**src/ctc_pkg.sv**
```systemverilog
// Shared types and constants for the countdown timer controller.
// No dependencies; imported by the core and its port checker.
`timescale 1ns / 1ps

package ctc_pkg;

	// Timer modes as shown on the result item
	typedef enum logic [1:0] {
		MODE_IDLE  = 2'd0,
		MODE_RUN   = 2'd1,
		MODE_PAUSE = 2'd2,
		MODE_DONE  = 2'd3
	} mode_t;

	// Input item operations
	typedef enum logic [1:0] {
		OP_TICK  = 2'd0,
		OP_TURN  = 2'd1,
		OP_PRESS = 2'd2,
		OP_NONE  = 2'd3
	} op_t;

	// Configuration register indexes
	typedef enum logic [1:0] {
		REG_STEP  = 2'd0,
		REG_MAX   = 2'd1,
		REG_HOLD  = 2'd2,
		REG_SPARE = 2'd3
	} reg_idx_t;

	localparam int unsigned TICKS_PER_SECOND_DEF = 1000;
	localparam int unsigned MS_MAX      = 4194303;
	localparam int unsigned STEP_W      = 10;
	localparam int unsigned SECS_W      = 12;
	localparam int unsigned HOLD_W      = 18;
	localparam int unsigned CFG_W       = 18;

	localparam logic [STEP_W-1:0] STEP_RST    = 10'd30;
	localparam logic [SECS_W-1:0] MAX_RST     = 12'd3599;
	localparam logic [HOLD_W-1:0] HOLD_RST    = 18'd120000;
	localparam logic [SECS_W-1:0] SECS_RST    = 12'd300;
	localparam logic [HOLD_W-1:0] ELAPSED_MAX = 18'd262143;

	// Result item width (m_axis_tdata)
	localparam int unsigned OUT_W = 32;

endpackage

```
**src/countdown_timer_controller_core.sv**
```systemverilog
// Countdown timer controller core; depends on ctc_pkg.
// An item taken into the input register moves on to the result register when that register is
// empty or its item is being taken. One item per cycle is sustained while the result side
// takes items; whole seconds and a sub-second tick count replace a divider.
// Reset (arst_n low): idle, 300 s remaining and set, step 30 s, clamp 3599 s,
// hold 120000 ticks, both item registers empty.
`timescale 1ns / 1ps

module countdown_timer_controller_core
	import ctc_pkg::*;
#(
	parameter int unsigned TICKS_PER_SECOND = TICKS_PER_SECOND_DEF
) (
	input  logic              clk,
	input  logic              arst_n,
	// configuration write port
	input  logic              cfg_we,
	input  logic [1:0]        cfg_index,
	input  logic [CFG_W-1:0]  cfg_wdata,
	// input items
	input  logic              s_axis_tvalid,
	output logic              s_axis_tready,
	input  logic [7:0]        s_axis_tdata,  // [3:0] turn_amount, [7:4] zero
	input  logic [1:0]        s_axis_tuser,  // [1:0] operation
	// result items
	output logic              m_axis_tvalid,
	input  logic              m_axis_tready,
	// [1:0] mode, [13:2] seconds_left, [25:14] set_seconds,
	// [26] keep_awake, [27] alarm_fired, [31:28] zero
	output logic [OUT_W-1:0]  m_axis_tdata
);

	// sub-second counter runs 1..TICKS_PER_SECOND
	localparam int unsigned FW = $clog2(TICKS_PER_SECOND + 1);
	localparam logic [FW-1:0] FRAC_FULL = FW'(TICKS_PER_SECOND);
	localparam logic [FW-1:0] FRAC_ONE  = FW'(1);
	// start saturates the millisecond count above this many seconds
	localparam int unsigned SAT_LIMIT = MS_MAX / TICKS_PER_SECOND;
	localparam int unsigned SAT_SECS  = (MS_MAX + TICKS_PER_SECOND - 1) / TICKS_PER_SECOND;
	localparam int unsigned SAT_FRAC  = MS_MAX - (SAT_SECS - 1) * TICKS_PER_SECOND;

	// configuration registers
	logic [STEP_W-1:0] step_q;
	logic [SECS_W-1:0] max_q;
	logic [HOLD_W-1:0] hold_q;

	// timer state
	mode_t             mode_q, mode_d;
	logic [SECS_W-1:0] rem_secs_q, rem_secs_d;
	logic [SECS_W-1:0] chosen_q, chosen_d;
	logic [SECS_W-1:0] run_secs_q, run_secs_d;
	logic [FW-1:0]     frac_q, frac_d;
	logic [HOLD_W-1:0] elapsed_q, elapsed_d;
	logic              alarm_d;
	logic              awake_d;

	// input stage
	logic              valid_s1;
	op_t               op_s1;
	logic signed [3:0] turn_s1;

	// result register
	logic              out_valid_q;
	logic [OUT_W-1:0]  out_data_q;

	logic              advance;
	logic signed [14:0] turn_prod;
	logic signed [15:0] turn_sum;
	logic              start_sat;

	assign advance       = valid_s1 && (!out_valid_q || m_axis_tready);
	assign s_axis_tready = !valid_s1 || advance;
	assign m_axis_tvalid = out_valid_q;
	assign m_axis_tdata  = out_data_q;

	// configuration writes
	always_ff @(posedge clk or negedge arst_n) begin
		if (!arst_n) begin
			step_q <= STEP_RST;
			max_q  <= MAX_RST;
			hold_q <= HOLD_RST;
		end else if (cfg_we) begin
			unique case (reg_idx_t'(cfg_index))
				REG_STEP:  step_q <= cfg_wdata[STEP_W-1:0];
				REG_MAX:   max_q  <= cfg_wdata[SECS_W-1:0];
				REG_HOLD:  hold_q <= cfg_wdata[HOLD_W-1:0];
				default: ;
			endcase
		end
	end

	// input register
	always_ff @(posedge clk or negedge arst_n) begin
		if (!arst_n) begin
			valid_s1 <= 1'b0;
		end else if (s_axis_tready) begin
			valid_s1 <= s_axis_tvalid;
		end
	end

	always_ff @(posedge clk) begin
		if (s_axis_tready && s_axis_tvalid) begin
			op_s1   <= op_t'(s_axis_tuser);
			turn_s1 <= $signed(s_axis_tdata[3:0]);
		end
	end

	// knob arithmetic: remaining + turn * step, clamped later
	assign turn_prod = 15'(turn_s1) * $signed({5'b0, step_q});
	assign turn_sum  = $signed({4'b0, rem_secs_q}) + 16'(turn_prod);
	assign start_sat = 32'(rem_secs_q) > SAT_LIMIT;

	// next state for the item in the input register
	always_comb begin
		mode_d     = mode_q;
		rem_secs_d = rem_secs_q;
		chosen_d   = chosen_q;
		run_secs_d = run_secs_q;
		frac_d     = frac_q;
		elapsed_d  = elapsed_q;
		alarm_d    = 1'b0;
		case (op_s1)
			OP_TICK: begin
				if (mode_q == MODE_RUN) begin
					if (run_secs_q == '0 || (run_secs_q == 12'd1 && frac_q <= FRAC_ONE)) begin
						// countdown reaches zero
						mode_d     = MODE_DONE;
						rem_secs_d = '0;
						run_secs_d = '0;
						elapsed_d  = '0;
						alarm_d    = 1'b1;
					end else if (frac_q <= FRAC_ONE) begin
						run_secs_d = run_secs_q - 12'd1;
						frac_d     = FRAC_FULL;
						rem_secs_d = run_secs_q - 12'd1;
					end else begin
						frac_d     = frac_q - FRAC_ONE;
						rem_secs_d = run_secs_q;
					end
				end else if (mode_q == MODE_DONE) begin
					if (elapsed_q != ELAPSED_MAX)
						elapsed_d = elapsed_q + 18'd1;
				end
			end
			OP_TURN: begin
				if (mode_q == MODE_IDLE || mode_q == MODE_PAUSE) begin
					if (turn_sum < 0)
						rem_secs_d = '0;
					else if (turn_sum > $signed({4'b0, max_q}))
						rem_secs_d = max_q;
					else
						rem_secs_d = turn_sum[SECS_W-1:0];
					chosen_d = rem_secs_d;
				end
			end
			OP_PRESS: begin
				if (mode_q == MODE_IDLE || mode_q == MODE_PAUSE) begin
					if (rem_secs_q != '0) begin
						mode_d = MODE_RUN;
						if (start_sat) begin
							run_secs_d = SECS_W'(SAT_SECS);
							frac_d     = FW'(SAT_FRAC);
						end else begin
							run_secs_d = rem_secs_q;
							frac_d     = FRAC_FULL;
						end
					end
				end else if (mode_q == MODE_RUN) begin
					rem_secs_d = run_secs_q;
					mode_d     = MODE_PAUSE;
				end else begin
					rem_secs_d = chosen_q;
					mode_d     = MODE_IDLE;
					elapsed_d  = '0;
				end
			end
			default: ;
		endcase
		awake_d = (mode_d == MODE_DONE) && (elapsed_d < hold_q);
	end

	// state registers
	always_ff @(posedge clk or negedge arst_n) begin
		if (!arst_n) begin
			mode_q     <= MODE_IDLE;
			rem_secs_q <= SECS_RST;
			chosen_q   <= SECS_RST;
			run_secs_q <= '0;
			frac_q     <= '0;
			elapsed_q  <= '0;
		end else if (advance) begin
			mode_q     <= mode_d;
			rem_secs_q <= rem_secs_d;
			chosen_q   <= chosen_d;
			run_secs_q <= run_secs_d;
			frac_q     <= frac_d;
			elapsed_q  <= elapsed_d;
		end
	end

	// result register
	always_ff @(posedge clk or negedge arst_n) begin
		if (!arst_n) begin
			out_valid_q <= 1'b0;
		end else if (advance) begin
			out_valid_q <= 1'b1;
		end else if (m_axis_tready) begin
			out_valid_q <= 1'b0;
		end
	end

	always_ff @(posedge clk) begin
		if (advance)
			out_data_q <= {4'b0, alarm_d, awake_d, chosen_d, rem_secs_d, mode_d};
	end

endmodule

```
**config.mk**
```make
export PLATFORM = sky130hd
export DESIGN_NAME = countdown_timer_controller_core
export DESIGN_NICKNAME = d
export VERILOG_FILES = /design/src/ctc_pkg.sv /design/src/countdown_timer_controller_core.sv
export SDC_FILE = /design/constraint.sdc
export NUM_CORES = 1
export LEC_CHECK = 0
export BUFFER_PORTS_ARGS = -buffer_cell sky130_fd_sc_hd__buf_2
export CORE_MARGIN = 2
export CORE_UTILIZATION = 25
export DETAILED_ROUTE_END_ITERATION = 8
export PLACE_DENSITY_LB_ADDON = 0.15
export SLEW_MARGIN = 40
export SYNTH_ARGS = -nofsm -noshare
export SYNTH_HDL_FRONTEND = slang
export SYNTH_SLANG_ARGS = --single-unit
```
**constraint.sdc**
```tcl
create_clock -name clk -period 5.6 [get_ports clk]
set_input_delay 0.28 -clock clk [delete_from_list [all_inputs] [get_ports clk]]
set_output_delay 0.28 -clock clk [all_outputs]
set_load 0.01 [all_outputs]
```
Word level (Yosys, flattened, before mapping)
Index checks and enable logic that the tools add are counted.
{"block": "classes", "n_mux": 37, "multipliers": 1, "eq_ne": 14, "n_addsub": 4, "reduce_logical": 23, "order_cmp": 4}
{"op": "two-way mux 12 bit", "n": 13}
{"op": "two-way mux 18 bit", "n": 6}
{"op": "two-way mux 10 bit", "n": 5}
{"op": "case mux 12 bit (3 select lines)", "n": 1}
{"op": "case mux 18 bit (2 select lines)", "n": 1}
{"op": "case mux 12 bit (2 select lines)", "n": 1}
{"op": "case mux 10 bit (2 select lines)", "n": 1}
{"op": "adder 18 x 1 -> 18 bit, second input constant", "n": 1}
{"op": "< comparator 18 bit", "n": 1}
{"op": "inequality test 18 bit, second input constant", "n": 1}
{"op": "adder 13 x 15 -> 16 bit", "n": 1}
{"op": "greater-than comparator 16 x 13 -> 1 bit", "n": 1}
{"op": "< comparator 16 x 1 -> 1 bit, second input constant", "n": 1}
{"op": "multiplier 4 x 11 -> 15 bit", "n": 1}
{"op": "== test 12 x 1 -> 1 bit, second input constant", "n": 1}
{"op": "logical NOT 12 bit", "n": 1}
{"op": "nonzero test 12 bit", "n": 1}
{"op": "subtractor 12 x 1 -> 12 bit, second input constant", "n": 1}
{"op": "== test 2 bit, second input constant", "n": 5}
{"op": "less-or-equal comparator 10 x 1 -> 1 bit, second input constant", "n": 1}
{"op": "two-way mux 2 bit", "n": 5}
{"op": "subtractor 10 x 1 -> 10 bit, second input constant", "n": 1}
{"op": "inequality test 2 bit, second input constant", "n": 4}
{"op": "AND reduction 2 bit", "n": 4}
{"op": "10 further kinds", "n": 24}
{"block": "totals", "reg_bits": 142, "out_inout_bits": 34, "word_cells": 98}

Longest topological paths before layout
{"block": "depth", "ltp_word": 8, "depth_mapped": 23, "depth_no_buf": 22}

Least setup slack after synthesis
No wires, ideal clock.
{"block": "synth_timing", "path_kind": "register -> register", "startpoint": "reg turn_s1[3]", "endpoint": "reg out_data_q[13] (netlist: m_axis_tdata[13]) (data pin)", "synth_period_minus_slack_ns": 5.686, "t_arrival_ns": 5.406, "setup_time_ns": 0.279, "n_path_buf": 1, "path_stages_with_launch": 23, "required_ns": 5.321, "slack_ns": -0.086, "cell_sequence": "edfxtp_1 -> clkinv_1 -> nor2_1 -> fa_1 -> fa_1 -> inv_1 -> fa_1 -> inv_1 -> ha_1 -> o211ai_1 -> o21ai_0 -> nand3_1 -> nand2_1 -> xor2_1 -> ha_1 -> a21oi_1 -> o21ai_0 -> o41ai_1 -> nand4_1 -> or2_2 -> buf_2 -> mux2i_1 -> o211ai_1"}
{"block": "synth_between", "elab_chain_cells": 7}
{"item": "start, declared", "line": "countdown_timer_controller_core.sv:60", "rtl": "logic signed [3:0] turn_s1;"}
{"item": "start signal, assigned", "line": "countdown_timer_controller_core.sv:104", "rtl": "turn_s1 <= $signed(s_axis_tdata[3:0]);"}
{"item": "multiplier 4 x 11 -> 15 bit (*)", "line": "countdown_timer_controller_core.sv:109", "rtl": "assign turn_prod = 15'(turn_s1) * $signed({5'b0, step_q});"}
{"item": "adder 13 x 15 -> 16 bit (*)", "line": "countdown_timer_controller_core.sv:110", "rtl": "assign turn_sum = $signed({4'b0, rem_secs_q}) + 16'(turn_prod);"}
{"item": "greater-than comparator 16 x 13 -> 1 bit", "line": "countdown_timer_controller_core.sv:149", "rtl": "else if (turn_sum > $signed({4'b0, max_q}))"}
{"item": "two-way mux 12 bit", "line": "countdown_timer_controller_core.sv:149"}
{"item": "two-way mux 12 bit (*)", "line": "countdown_timer_controller_core.sv:147", "rtl": "if (turn_sum < 0)"}
{"item": "two-way mux 12 bit (*)", "line": "countdown_timer_controller_core.sv:146", "rtl": "if (mode_q == MODE_IDLE || mode_q == MODE_PAUSE) begin"}
{"item": "case mux 12 bit (3 select lines) (*)", "line": "countdown_timer_controller_core.sv:122", "rtl": "case (op_s1)"}
{"item": "net rem_secs_d[11]", "line": "countdown_timer_controller_core.sv:49", "rtl": "logic [SECS_W-1:0] rem_secs_q, rem_secs_d;"}
{"item": "end signal, assigned", "line": "countdown_timer_controller_core.sv:214", "rtl": "out_data_q <= {4'b0, alarm_d, awake_d, chosen_d, rem_secs_d, mode_d};"}
{"item": "end, declared", "line": "countdown_timer_controller_core.sv:64", "rtl": "logic [OUT_W-1:0] out_data_q;"}
The timed path passes the listed nets; every way through them passes the cells marked *.
A chain may end at the register's enable or synchronous reset.

Final worst setup path
{"block": "layout_timing", "startpoint": "reg step_q[3]", "endpoint": "reg out_data_q[6] (netlist: m_axis_tdata[6]) (data pin)"}
{"block": "layout_between", "elab_chain_cells": 7}
{"item": "start, declared", "line": "countdown_timer_controller_core.sv:43", "rtl": "logic [STEP_W-1:0] step_q;"}
{"item": "start signal, assigned", "line": "countdown_timer_controller_core.sv:84", "rtl": "REG_STEP: step_q <= cfg_wdata[STEP_W-1:0];"}
{"item": "multiplier 4 x 11 -> 15 bit (*)", "line": "countdown_timer_controller_core.sv:109"}
{"item": "adder 13 x 15 -> 16 bit (*)", "line": "countdown_timer_controller_core.sv:110"}
{"item": "greater-than comparator 16 x 13 -> 1 bit", "line": "countdown_timer_controller_core.sv:149"}
{"item": "two-way mux 12 bit", "line": "countdown_timer_controller_core.sv:149"}
{"item": "two-way mux 12 bit (*)", "line": "countdown_timer_controller_core.sv:147"}
{"item": "two-way mux 12 bit (*)", "line": "countdown_timer_controller_core.sv:146"}
{"item": "case mux 12 bit (3 select lines) (*)", "line": "countdown_timer_controller_core.sv:122"}
{"item": "net rem_secs_d[4]", "line": "countdown_timer_controller_core.sv:49"}
Marked as above.

==> results.txt <==
Routed Antenna Nets: 0
R2R cell count: 22
Maximum fanout along the worst path: 5
Yosys top cell by area: dfrtp_1
Endpoint class of the critical path: register
CTS tree: built
First-pass GRT wire length: 47,300 um
Min-delay worst type: input pin to register
Post-synth top flop: dfrtp_1
Max Freq: 181 MHz
Routed WL: 30,700 um
Arr. time, crit path: 5.66 ns
Critical R2R Launch: step_q[3]$_DFFE_PN1P_
Setup violators final: 0
Fin. max-slew vios: 0
Synthesized area: 9860 um^2
Flop-to-flop setup slack: 0.09 ns
# clock sinks: 142
Unique masters post-synth: 70
Dpl cells: 1,682
Period utilization: 98.4%
Synth Instances: 1,063
Crit. Startpoint: step_q[3]$_DFFE_PN1P_
Top-level I/O count: 69
Worst-Margin Slew: 0.807 ns
Sequential cell area: 3760 um^2
DPL Wire Length: 22,900 um
CP Depth: 22
Initial Util: 25.4%
Status: complete, no violations
Share of cells above drive strength 1: 27.6%
Port Buffers: 60
Overflow after GRT: 0
Setup WS pre-CTS: -0.203 ns
Share of the synthesized area in the top cell type: 20.8%
# fillers: 4,062
RePlAce Congestion: 0.800
IR drop worst, VDD: 0.421 mV
Most frequent cell after synthesis: nand2_1
Die Y: 203 um
Final std cells w/o fill: 1,730
R2r endpoint: m_axis_tdata[6]$_DFFE_PP_
Max stage delay on crit path: 0.56 ns
DIE AREA: 41,100 um^2
Vias per cell: 4.77
Post-detailed-route wirelength per cell: 17.7 um
CP Capture Point: m_axis_tdata[6]$_DFFE_PP_
# H-tree levels: 4
Worst slew margin: 46.2%
Ys async rst share: 76.1%
Synth Register Bits: 142
Total power: 8.00 mW
Lkg Pwr: 5.37 nW
Final net count: 1,327
Drt drc: 0
Minimum clock period: 5.51 ns
Core area: 38,800 um^2
Post-synth EDFFs: 34
Slowest-stage cell, CP: fa_2
Clock Path Buffers: 2
1st-iter DRT viols: 562
Cts bufs inserted: 17
CP bufs+invs: 4
Delay-heaviest family, CP: adder cells
Critical path class: register to register
Global Route Usage Sum: 15.1%
RSZ-0062 raised after global routing: yes
Die width: 203 um
Critical path required time: 5.75 ns
Syn. warnings: 0
Top cells by count, synth: 118 x nand2_1, 102 x o21ai_0, 92 x inv_1
Seq/Total Area, Yosys: 38.1%
Clk_skew: 0.0189 ns
MaxCap Viol Count: 0
CP cell instances: buf_4 -> and2_1 -> fa_1 -> inv_1 -> fa_1 -> inv_1 -> fa_2 -> ha_4 -> a211oi_2 -> o211ai_1 -> a21oi_1 -> xnor2_1 -> ha_1 -> nand4_1 -> nor3_4 -> a21oi_2 -> o41ai_2 -> nand4_1 -> buf_4 -> or3_4 -> nand2_2 -> o211ai_1
Pin count of the biggest net entering global routing: 45
# diodes: 0
Vias: 8,246
Power per cell area: 647 nW/um^2
Worst-Skew Late Latency: 0.45 ns
Vias in the first global route: 8,088
Final worst slack: 0.0898 ns
Hold Violations, Final: 0
1st-pass router iterations: 7
Area contributors post-synth: dfrtp_1 21%, edfxtp_1 10%, ha_1 8.2%
HP Start: s_axis_tvalid
Clk slew on worst S/H paths: 0.07 ns
Area occupied by multi-input gates: 5930 um^2
Antenna violations before repair: 3
Area growth from synthesis to layout: 25.4%
Avg Inst Size Synth: 9.28 um^2
Clock Root Buffer: clkbuf_16
Cell row count: 72
Critical Path Start Type: register
-- repair_timing --
action	in CTS	in global routing
cloned	0	1
pin swaps	1	33
setup endpoints to repair	36	47
endpoints found under the hold margin	14	1
gates resized for setup	6	71
hold buffers	5	1
setup buffers	0	10
-- per-stage QoR --
step / setup TNS, ns / utilization [%] / cell area (um^2) / hold slack, ns
after floorplan: 0 / - / 9870 / -0.0156
after global placement: -0.509 / 28.8 / 11200 / 0.434
after detailed placement: -3.03 / 29.0 / 11300 / 0.209
after CTS: 0 / 30.7 / 11900 / 0.00223
after global routing: -1.47 / 31.8 / 12400 / 0.0323
final: 0 / 31.8 / 12400 / 0.0326
-- routing by layer --
layer | vias to the layer above | share of wire [%] | global-route usage (%)
li1 | 4065 | - | -
met1 | 3980 | 50 | 21.8
met2 | 171 | 45 | 22.9
met3 | 26 | 3.5 | 2.83
met4 | 4 | 1.4 | 4.80
met5 | - | 0.068 | 0
-- layout by cell type, fill, tap and decap left out, types with 9 or more instances in the layout --
| cell type | Yosys | routed |
|---|---|---|
| nand2_1 | 118 | 116 |
| o21ai_0 | 102 | 96 |
| inv_1 | 92 | 88 |
| dfrtp_1 | 82 | 82 |
| buf_4 | 5 | 77 |
| nor2_1 | 63 | 60 |
| buf_2 | 4 | 59 |
| ha_1 | 65 | 56 |
| a21oi_1 | 68 | 54 |
| mux2_2 | 51 | 51 |
| edfxtp_1 | 34 | 34 |
| and2_1 | 33 | 28 |
| fa_1 | 28 | 26 |
| dfstp_2 | 26 | 26 |
| nor3_1 | 20 | 19 |
| nand3_1 | 17 | 17 |
| clkbuf_16 | 0 | 17 |
| a31oi_1 | 15 | 15 |
| o22ai_1 | 14 | 14 |
| a21oi_2 | 0 | 12 |
| nor4_1 | 13 | 12 |
| a21o_1 | 12 | 12 |
| xnor2_1 | 14 | 11 |
| mux2i_1 | 14 | 10 |
| nand4_1 | 9 | 9 |
| nand2b_1 | 10 | 9 |
| o211ai_1 | 9 | 9 |
| o221ai_1 | 9 | 9 |
| buf_6 | 2 | 9 |
-- registers in the layout (all words and copies together) (netlist names) --
register and flops:
turn_s1 4, m_axis_tvalid 1, rem_secs_q 12, run_secs_q 12, op_s1 2, valid_s1 1, hold_q 18, step_q 10
chosen_q 12, mode_q 2, frac_q 10, elapsed_q 18, m_axis_tdata 28, max_q 12
-- worst register-to-register path, cell delays in order (launching register included) --
cell and delay (ns):
dfstp_2 0.39, buf_4 0.13, and2_1 0.18, fa_1 0.50, inv_1 0.05, fa_1 0.49
inv_1 0.05, fa_2 0.56, ha_4 0.21, a211oi_2 0.26, o211ai_1 0.13, a21oi_1 0.18
xnor2_1 0.12, ha_1 0.34, nand4_1 0.21, nor3_4 0.23, a21oi_2 0.05, o41ai_2 0.06
nand4_1 0.22, buf_4 0.22, or3_4 0.37, nand2_2 0.12, o211ai_1 0.15
-- cells by family after synthesis --
kind of cell / after synthesis / synth area share, %
other cells: 1 / 0.0380
compound gates: 282 / 17.5
simple gates: 323 / 15.7
xor+xnor: 22 / 1.95
fa+ha+maj: 93 / 13.9
buf+inv: 135 / 5.53
mux: 65 / 7.24
flops: 142 / 38.1
-- layout make-up --
type,count,share of cell area (%)
Multi-Input combinational cell,790,48.0
Sequential cell,142,30.4
Timing Repair Buffer,153,8.69
Tap cell,518,5.24
Clock buffer,17,3.44
Inverter,95,2.90
Clock inverter,15,1.39
-- power breakdown --
group	switching, mW	internal, mW
registers	0.306	1.40
clock network	0.514	0.671
logic	2.60	2.52
total	3.42	4.59
-- how the worst min path moves through the flow --
| stage | endpoint | slack, ns | cells past startpoint |
|---|---|---|---|
| 3_5_place_dp | hold_q[11]$_DFFE_PN0P_ | 0.21 | 1 |
| 3_3_place_gp | hold_q[11]$_DFFE_PN0P_ | 0.43 | 1 |
| 2_1_floorplan | chosen_q[0]$_DFFE_PN0P_ | -0.02 | 0 |
| 4_1_cts | turn_s1[3]$_DFFE_PP_ | 0.002 | 1 |
| 6_report | valid_s1$_DFFE_PN0N_ | 0.03 | 2 |
| 5_1_grt | valid_s1$_DFFE_PN0N_ | 0.03 | 2 |
(Power assumes the default switching activity.)
